$ cat src/fpcm_pkg.sv
// ----------------------------------------------------------------------------
// fpcm_pkg
// Shared binary32 constants and classification helpers for the complex
// multiply datapath.
// ----------------------------------------------------------------------------
package fpcm_pkg;

	localparam logic [31:0] SIGN_BIT    = 32'h8000_0000;
	localparam logic [31:0] EXP_MASK    = 32'h7F80_0000;
	localparam logic [31:0] MAN_MASK    = 32'h007F_FFFF;
	localparam logic [31:0] QUIET_BIT   = 32'h0040_0000;
	localparam logic [31:0] DEFAULT_NAN = 32'hFFC0_0000;
	localparam logic [31:0] ABS_MASK    = 32'h7FFF_FFFF;

	typedef logic [31:0] fp32_t;

	function automatic logic is_nan(input fp32_t x);
		is_nan = ((x & EXP_MASK) == EXP_MASK) && ((x & MAN_MASK) != 32'd0);
	endfunction

	function automatic logic is_inf(input fp32_t x);
		is_inf = (x & ABS_MASK) == EXP_MASK;
	endfunction

	function automatic logic is_zero(input fp32_t x);
		is_zero = (x & ABS_MASK) == 32'd0;
	endfunction

	// denormals read as a zero of the same sign
	function automatic fp32_t daz(input fp32_t x);
		daz = ((x & EXP_MASK) == 32'd0) ? (x & SIGN_BIT) : x;
	endfunction

endpackage

$ cat src/fpcm_mul.sv
// ----------------------------------------------------------------------------
// fpcm_mul
// Two-stage binary32 multiplier: special-case decode and 24x24 significand
// product, then normalize, round to nearest-even and pack.
// ----------------------------------------------------------------------------
module fpcm_mul (
	input  logic              clk,
	input  logic              ce,
	input  fpcm_pkg::fp32_t   a,
	input  fpcm_pkg::fp32_t   b,
	output fpcm_pkg::fp32_t   p
);

	fpcm_pkg::fp32_t ad, bd, spec_val;
	logic            spec, sgn;

	logic [47:0]     prod_s1;
	logic [8:0]      esum_s1;
	logic            sgn_s1, spec_s1;
	fpcm_pkg::fp32_t spec_val_s1;

	always_comb begin
		ad  = fpcm_pkg::daz(a);
		bd  = fpcm_pkg::daz(b);
		sgn = ad[31] ^ bd[31];
		spec = 1'b1;
		spec_val = 32'd0;
		priority if (fpcm_pkg::is_nan(a)) begin
			spec_val = a | fpcm_pkg::QUIET_BIT;
		end else if (fpcm_pkg::is_nan(b)) begin
			spec_val = b | fpcm_pkg::QUIET_BIT;
		end else if (fpcm_pkg::is_inf(ad) || fpcm_pkg::is_inf(bd)) begin
			if (fpcm_pkg::is_zero(ad) || fpcm_pkg::is_zero(bd))
				spec_val = fpcm_pkg::DEFAULT_NAN;
			else
				spec_val = {sgn, 31'd0} | fpcm_pkg::EXP_MASK;
		end else if (fpcm_pkg::is_zero(ad) || fpcm_pkg::is_zero(bd)) begin
			spec_val = {sgn, 31'd0};
		end else begin
			spec = 1'b0;
		end
	end

	always_ff @(posedge clk) begin
		if (ce) begin
			prod_s1     <= {24'd0, 1'b1, ad[22:0]} * {24'd0, 1'b1, bd[22:0]};
			esum_s1     <= {1'b0, ad[30:23]} + {1'b0, bd[30:23]};
			sgn_s1      <= sgn;
			spec_s1     <= spec;
			spec_val_s1 <= spec_val;
		end
	end

	// round: leading one sits at bit 47 or 46
	logic [23:0]        m;
	logic               half, sticky, up, carry;
	logic [24:0]        m25;
	logic signed [10:0] be;
	fpcm_pkg::fp32_t    res;

	always_comb begin
		if (prod_s1[47]) begin
			m      = prod_s1[47:24];
			half   = prod_s1[23];
			sticky = |prod_s1[22:0];
		end else begin
			m      = prod_s1[46:23];
			half   = prod_s1[22];
			sticky = |prod_s1[21:0];
		end
		up    = half && (sticky || m[0]);
		m25   = {1'b0, m} + {24'd0, up};
		carry = m25[24];
		be    = $signed({2'b00, esum_s1}) - 11'sd127 + $signed({10'd0, prod_s1[47]})
		        + $signed({10'd0, carry});
		if (spec_s1)
			res = spec_val_s1;
		else if (be >= 11'sd255)
			res = {sgn_s1, 31'd0} | fpcm_pkg::EXP_MASK;
		else if (be <= 11'sd0)
			res = {sgn_s1, 31'd0};
		else
			res = {sgn_s1, be[7:0], carry ? 23'd0 : m25[22:0]};
	end

	always_ff @(posedge clk) begin
		if (ce)
			p <= res;
	end

endmodule

$ cat config.mk
export PLATFORM = sky130hd
export DESIGN_NAME = fpcm_mul
export DESIGN_NICKNAME = d
export VERILOG_FILES = /design/src/fpcm_pkg.sv /design/src/fpcm_mul.sv
export SDC_FILE = /design/constraint.sdc
export NUM_CORES = 2
export LEC_CHECK = 0
export ABC_AREA = 1
export BUFFER_PORTS_ARGS = -buffer_cell sky130_fd_sc_hd__buf_4
export CELL_PAD_IN_SITES_DETAIL_PLACEMENT = 2
export CELL_PAD_IN_SITES_GLOBAL_PLACEMENT = 2
export CORE_MARGIN = 1
export CORE_UTILIZATION = 40
export CTS_BUF_LIST = sky130_fd_sc_hd__clkbuf_8
export DETAILED_ROUTE_END_ITERATION = 12
export PLACE_DENSITY_LB_ADDON = 0.1
export SYNTH_ARGS = -nofsm -noshare
export SYNTH_HDL_FRONTEND = slang
export SYNTH_SLANG_ARGS = --single-unit
$ cat constraint.sdc
create_clock -name clk -period 13.5 [get_ports clk]
set_input_delay 1.35 -clock clk [delete_from_list [all_inputs] [get_ports clk]]
set_output_delay 1.35 -clock clk [all_outputs]
set_load 0.01 [all_outputs]
; ---- Word-level counts from Yosys, hierarchy flattened
; Index checks and enable logic that the tools add are counted.
[totals]
in_bits = 66
output_inout_bits = 32
register_bits = 123
[classes]
add_sub_neg = 5
reduce_logical = 16
n_bitwise = 1
n_mux = 15
magnitude_cmp = 2
multipliers = 1
n_eq_ne = 4
[op_table]
columns = cell, n
row1 = two-way mux 32 bit, 6
row2 = logical NOT 32 bit, 4
row3 = two-way mux 31 bit, 4
row4 = nonzero test 32 bit, 2
row5 = "equality test 31 bit, second input constant", 2
row6 = multiplier 24 x 24 -> 48 bit, 1
row7 = adder 24 x 1 -> 25 bit, 1
row8 = two-way mux 24 bit, 1
row9 = two-way mux 23 bit, 1
row10 = OR reduction 23 bit, 1
row11 = OR reduction 22 bit, 1
row12 = "equality test 8 bit, second input constant", 2
row13 = adder 10 x 2 -> 11 bit, 1
row14 = adder 11 x 2 -> 11 bit, 1
row15 = ">= comparator 11 x 9 -> 1 bit, second input constant", 1
row16 = "less-or-equal comparator 11 x 1 -> 1 bit, second input constant", 1
row17 = "subtractor 9 x 7 -> 10 bit, second input constant", 1
row18 = adder 8 x 8 -> 9 bit, 1
row19 = logical AND 1 bit, 3
row20 = logical OR 1 bit, 3
row21 = two-way mux 1 bit, 3
row22 = OR reduction 3 bit, 1
row23 = OR reduction 2 bit, 1
row24 = XOR 1 bit, 1

; ---- Longest topological paths before layout
[depth]
ltp_word = 10
mapped_depth = 36
ltp_nobuf = 35

; ---- Worst setup path before layout
; No wires, ideal clock.
[synth_timing]
kind = input-to-reg
start = input port b[30]
end = register prod_s1[32], data pin
setup_ns = 0.265
path_buffers = 3
stages = 32
setup_slack_ns = 5.538
t_required_ns = 13.235
arrival_time_ns = 7.697
path_cell_list = nor2_1 -> nand2_1 -> nor2_1 -> buf_2 -> buf_1 -> nor2_1 -> inv_1 -> clkbuf_1 -> nor2_1 -> fa_1 -> fa_1 -> inv_1 -> fa_1 -> inv_1 -> fa_1 -> inv_1 -> fa_1 -> inv_1 -> fa_1 -> inv_1 -> fa_1 -> inv_1 -> ha_1 -> nand2_1 -> nor2_1 -> inv_1 -> o21bai_1 -> nand3_1 -> nand2_1 -> a21oi_1 -> o21ai_0 -> xor2_1
[synth_between]
elab_chain_cells = 3
[synth_rtl]
columns = item, line_no
row1 = from (decl), fpcm_mul.sv:10  ; input fpcm_pkg::fp32_t b,
row2 = logical NOT 32 bit, fpcm_pkg.sv:31  ; daz = ((x & EXP_MASK) == 32'd0) ? (x & SIGN_BIT) : x;
row3 = two-way mux 31 bit, fpcm_pkg.sv:31
row4 = multiplier 24 x 24 -> 48 bit, fpcm_mul.sv:46  ; prod_s1 <= {24'd0, 1'b1, ad[22:0]} * {24'd0, 1'b1, bd[22:0]};
row5 = to (signal assigned), fpcm_mul.sv:46
row6 = to (decl), fpcm_mul.sv:17  ; logic [47:0] prod_s1;
; No other way between the ends.
; A chain may end at the register's enable or synchronous reset.

; ---- Worst setup path in the final report
[layout_timing]
start = input port b[24]
end = register prod_s1[27], data pin
; The elaborated chain is that of the path after synthesis.

==> flow_summary.json <==
{
  "final_max_slew_viol_count": 0,
  "synth-edff-count": 123,
  "drt_wl_total_um": 105000,
  "ctsResizeCount": 0,
  "antenna_left": 0,
  "rsz0062_at_grt": "false",
  "synth_top_area_share_pct": 37.7,
  "synth-async-reset-ratio_pct": 0,
  "clk_pin_slew_ns": 0.07,
  "status": "completed",
  "final-seq-area_um2": 3690,
  "rrSetupSlack_ns": 6.99,
  "dp_hpwl_um": 88600,
  "final_nets": 3886,
  "area_growth_pct": 7.56,
  "tns_ns": 0,
  "postSynthAreaPerCell_um2": 8.24,
  "final_layout_size_suffix_gt1_share_pct": 6.73,
  "period_share_pct": 69.6,
  "place_inst": 3979,
  "setup_violations": 0,
  "dieArea_um2": 65300,
  "stdcell_count": 4013,
  "grt_use_total_pct": 33.0,
  "grt_pass1_wl_um": 159000,
  "cts-root-buf": "clkbuf_8",
  "hp-class": "register to register",
  "critPathMaxFanout": 21,
  "htreeDepth": 4,
  "maxCapViolCount": 0,
  "numPortBuffers": 97,
  "first_global_vias": 25400,
  "die_h_um": 255,
  "criticalPathCategory": "input port to register",
  "cp-end-kind": "register",
  "cp.arrival_ns": 9.66,
  "synth-compound-area-share_pct": 4.35,
  "start_util_pct": 40.6,
  "cts_setup_buffers": 0,
  "pre_cts_ws_ns": 3.61,
  "crit_slowest_cell": "clkinv_1",
  "hold_viol": 0,
  "synth_flop_cell": "edfxtp_1",
  "cts_made_buffers": 17,
  "vias_per_cell": 5.42,
  "syn-num-nets": 3854,
  "timing.final.ws_setup_ns": 4.10,
  "die_x_um": 255,
  "cp.required_ns": 13.76,
  "clk_path_buf_depth": 2,
  "max-slew-margin-rel_pct": 21.0,
  "worst-slew-pin-transition_ns": 1.18,
  "synthAdderAreaFrac_pct": 46.7,
  "grt_overflow": 0,
  "antenna_found_initial": 2,
  "clock_sinks": 123,
  "grt_max_degree": 76,
  "cts_hold_buffers": 0,
  "fill_cells": 7123,
  "synth_warnings": 0,
  "initialDrtViolationCount": 1269,
  "multi_input_area_um2": 18600,
  "synth_seq_cells": 123,
  "synth_top_family_by_area": "adder cells",
  "rows": 92,
  "syn_area_um2": 25700,
  "via_count": 21700,
  "wl_per_cell_um": 26.2,
  "yosysSeqAreaShare_pct": 14.4,
  "synth_area_leaders": "fa_1 (38%), edfxtp_1 (14%), inv_1 (11%)",
  "synth_xor_area_share_pct": 2.35,
  "fin_skew_ns": 0.0105,
  "gp_congestion": 0.963,
  "cpPeakStageDelay_ns": 0.85,
  "core_region_area_um2": 63300,
  "syn_inst": 3120,
  "drc": 0,
  "io_pins": 98,
  "synth-simple-area-share_pct": 19.1,
  "worstSkewPairLatency_ns": 0.52,
  "start_kind": "input port",
  "tritoncts": "built",
  "period_needed_ns": 9.40,
  "muxShareOfSynthArea_pct": 0,
  "max_freq_ghz": 0.106,
  "yosysUniqueCellTypes": 46,
  "synth.largest_area_cell": "fa_1",
  "first_pass_iters": 7
}
-- synth_stat cells (5+ instances only) --
library cell,count
nand3_2,22
xor2_1,47
nor2_1,433
clkinv_1,8
nor2_2,6
clkbuf_1,103
nand3_1,87
fa_1,484
inv_1,745
xnor2_1,20
nand4_1,25
o21ai_0,75
ha_1,184
o21bai_1,9
buf_1,8
nor4_1,16
a21oi_1,62
edfxtp_1,123
a21o_1,13
buf_2,6
nand2_1,560
a31oi_1,16
nand2_2,5
nor3_1,21
-- cell usage in the layout, fill, tap and decap left out, types with 3 or more instances in the layout --
master,instances
fa_1,484
nand2_1,560
inv_1,749
a21o_1,13
nor2_2,10
a21oi_1,62
o21bai_1,9
nor4_1,16
edfxtp_1,123
o21ai_0,74
clkbuf_8,17
ha_1,184
inv_2,4
o21ai_1,4
clkinv_1,12
nor3_1,21
nand3_2,22
xor2_1,47
o21a_1,4
nand2_2,5
nand4_1,25
diode_2,3
a31oi_1,16
nor2_1,429
buf_4,137
xnor2_1,20
nand3_1,87
bufinv_16,3
-- final cells by class --
| type | count | share of cell area, % |
|---|---|---|
| Multi-Input combinational cell | 2116 | 67.4 |
| Sequential cell | 123 | 13.4 |
| Inverter | 757 | 10.3 |
| Tap cell | 846 | 3.83 |
| Timing Repair Buffer | 137 | 3.72 |
| Clock buffer | 17 | 0.846 |
| Clock inverter | 14 | 0.507 |
| Antenna cell | 3 | 0.0272 |
-- state kept, by name, indices dropped and copies added, names as in the netlist --
name and flops:
prod_s1 48, spec_val_s1 32, spec_s1 1, sgn_s1 1, esum_s1 9, p 32
-- metrics by stage --
step | hold WS (ns) | utilization (%) | cell area, um2
global placement | 0.499 | 43.1 | 27300
CTS | 0.539 | 43.6 | 27600
finish | 0.534 | 43.7 | 27600
detailed placement | 0.523 | 43.1 | 27300
global route | 0.550 | 43.7 | 27600
floorplan | 0.487 | - | 25700
-- worst max-delay path: cells and delay by family --
| family | cells | cell delay [ns] |
|---|---|---|
| adder cells (fa/ha/maj) | 8 | 3.76 |
| buffers and inverters | 11 | 2.08 |
| AND/OR/NAND/NOR | 9 | 1.86 |
| XOR/XNOR | 1 | 0.44 |
| AO/OA/AOI/OAI | 1 | 0.15 |
-- kinds of logic (layout without fill, tap and decap cells) --
kind of cell,count (synthesis),after routing
compound gates,195,195
flops,123,123
xor+xnor,68,68
buf+inv,881,925
other cells,0,3
fa+ha+maj,668,668
simple gates,1185,1185
-- path summary, 6_finish.rpt --
path,start,endpoint,cells past startpoint
hold reg to reg,spec_val_s1[13],p[13],2
hold / removal,spec_val_s1[13],p[13],2
setup reg to reg,prod_s1[47],p[0],25
setup / recovery,b[24],prod_s1[27],30
-- layer usage --
metal,vias up,GRT usage [%],share of wire (%)
met5,-,0,0
met4,0,15.5,5.1
met3,242,4.25,5.6
met2,702,58.0,51
met1,11500,40.0,39
li1,9334,-,-
Power is left out: the tool's default activity adds up to more than one toggle a clock period on the data nets, which glitch-free logic cannot reach.
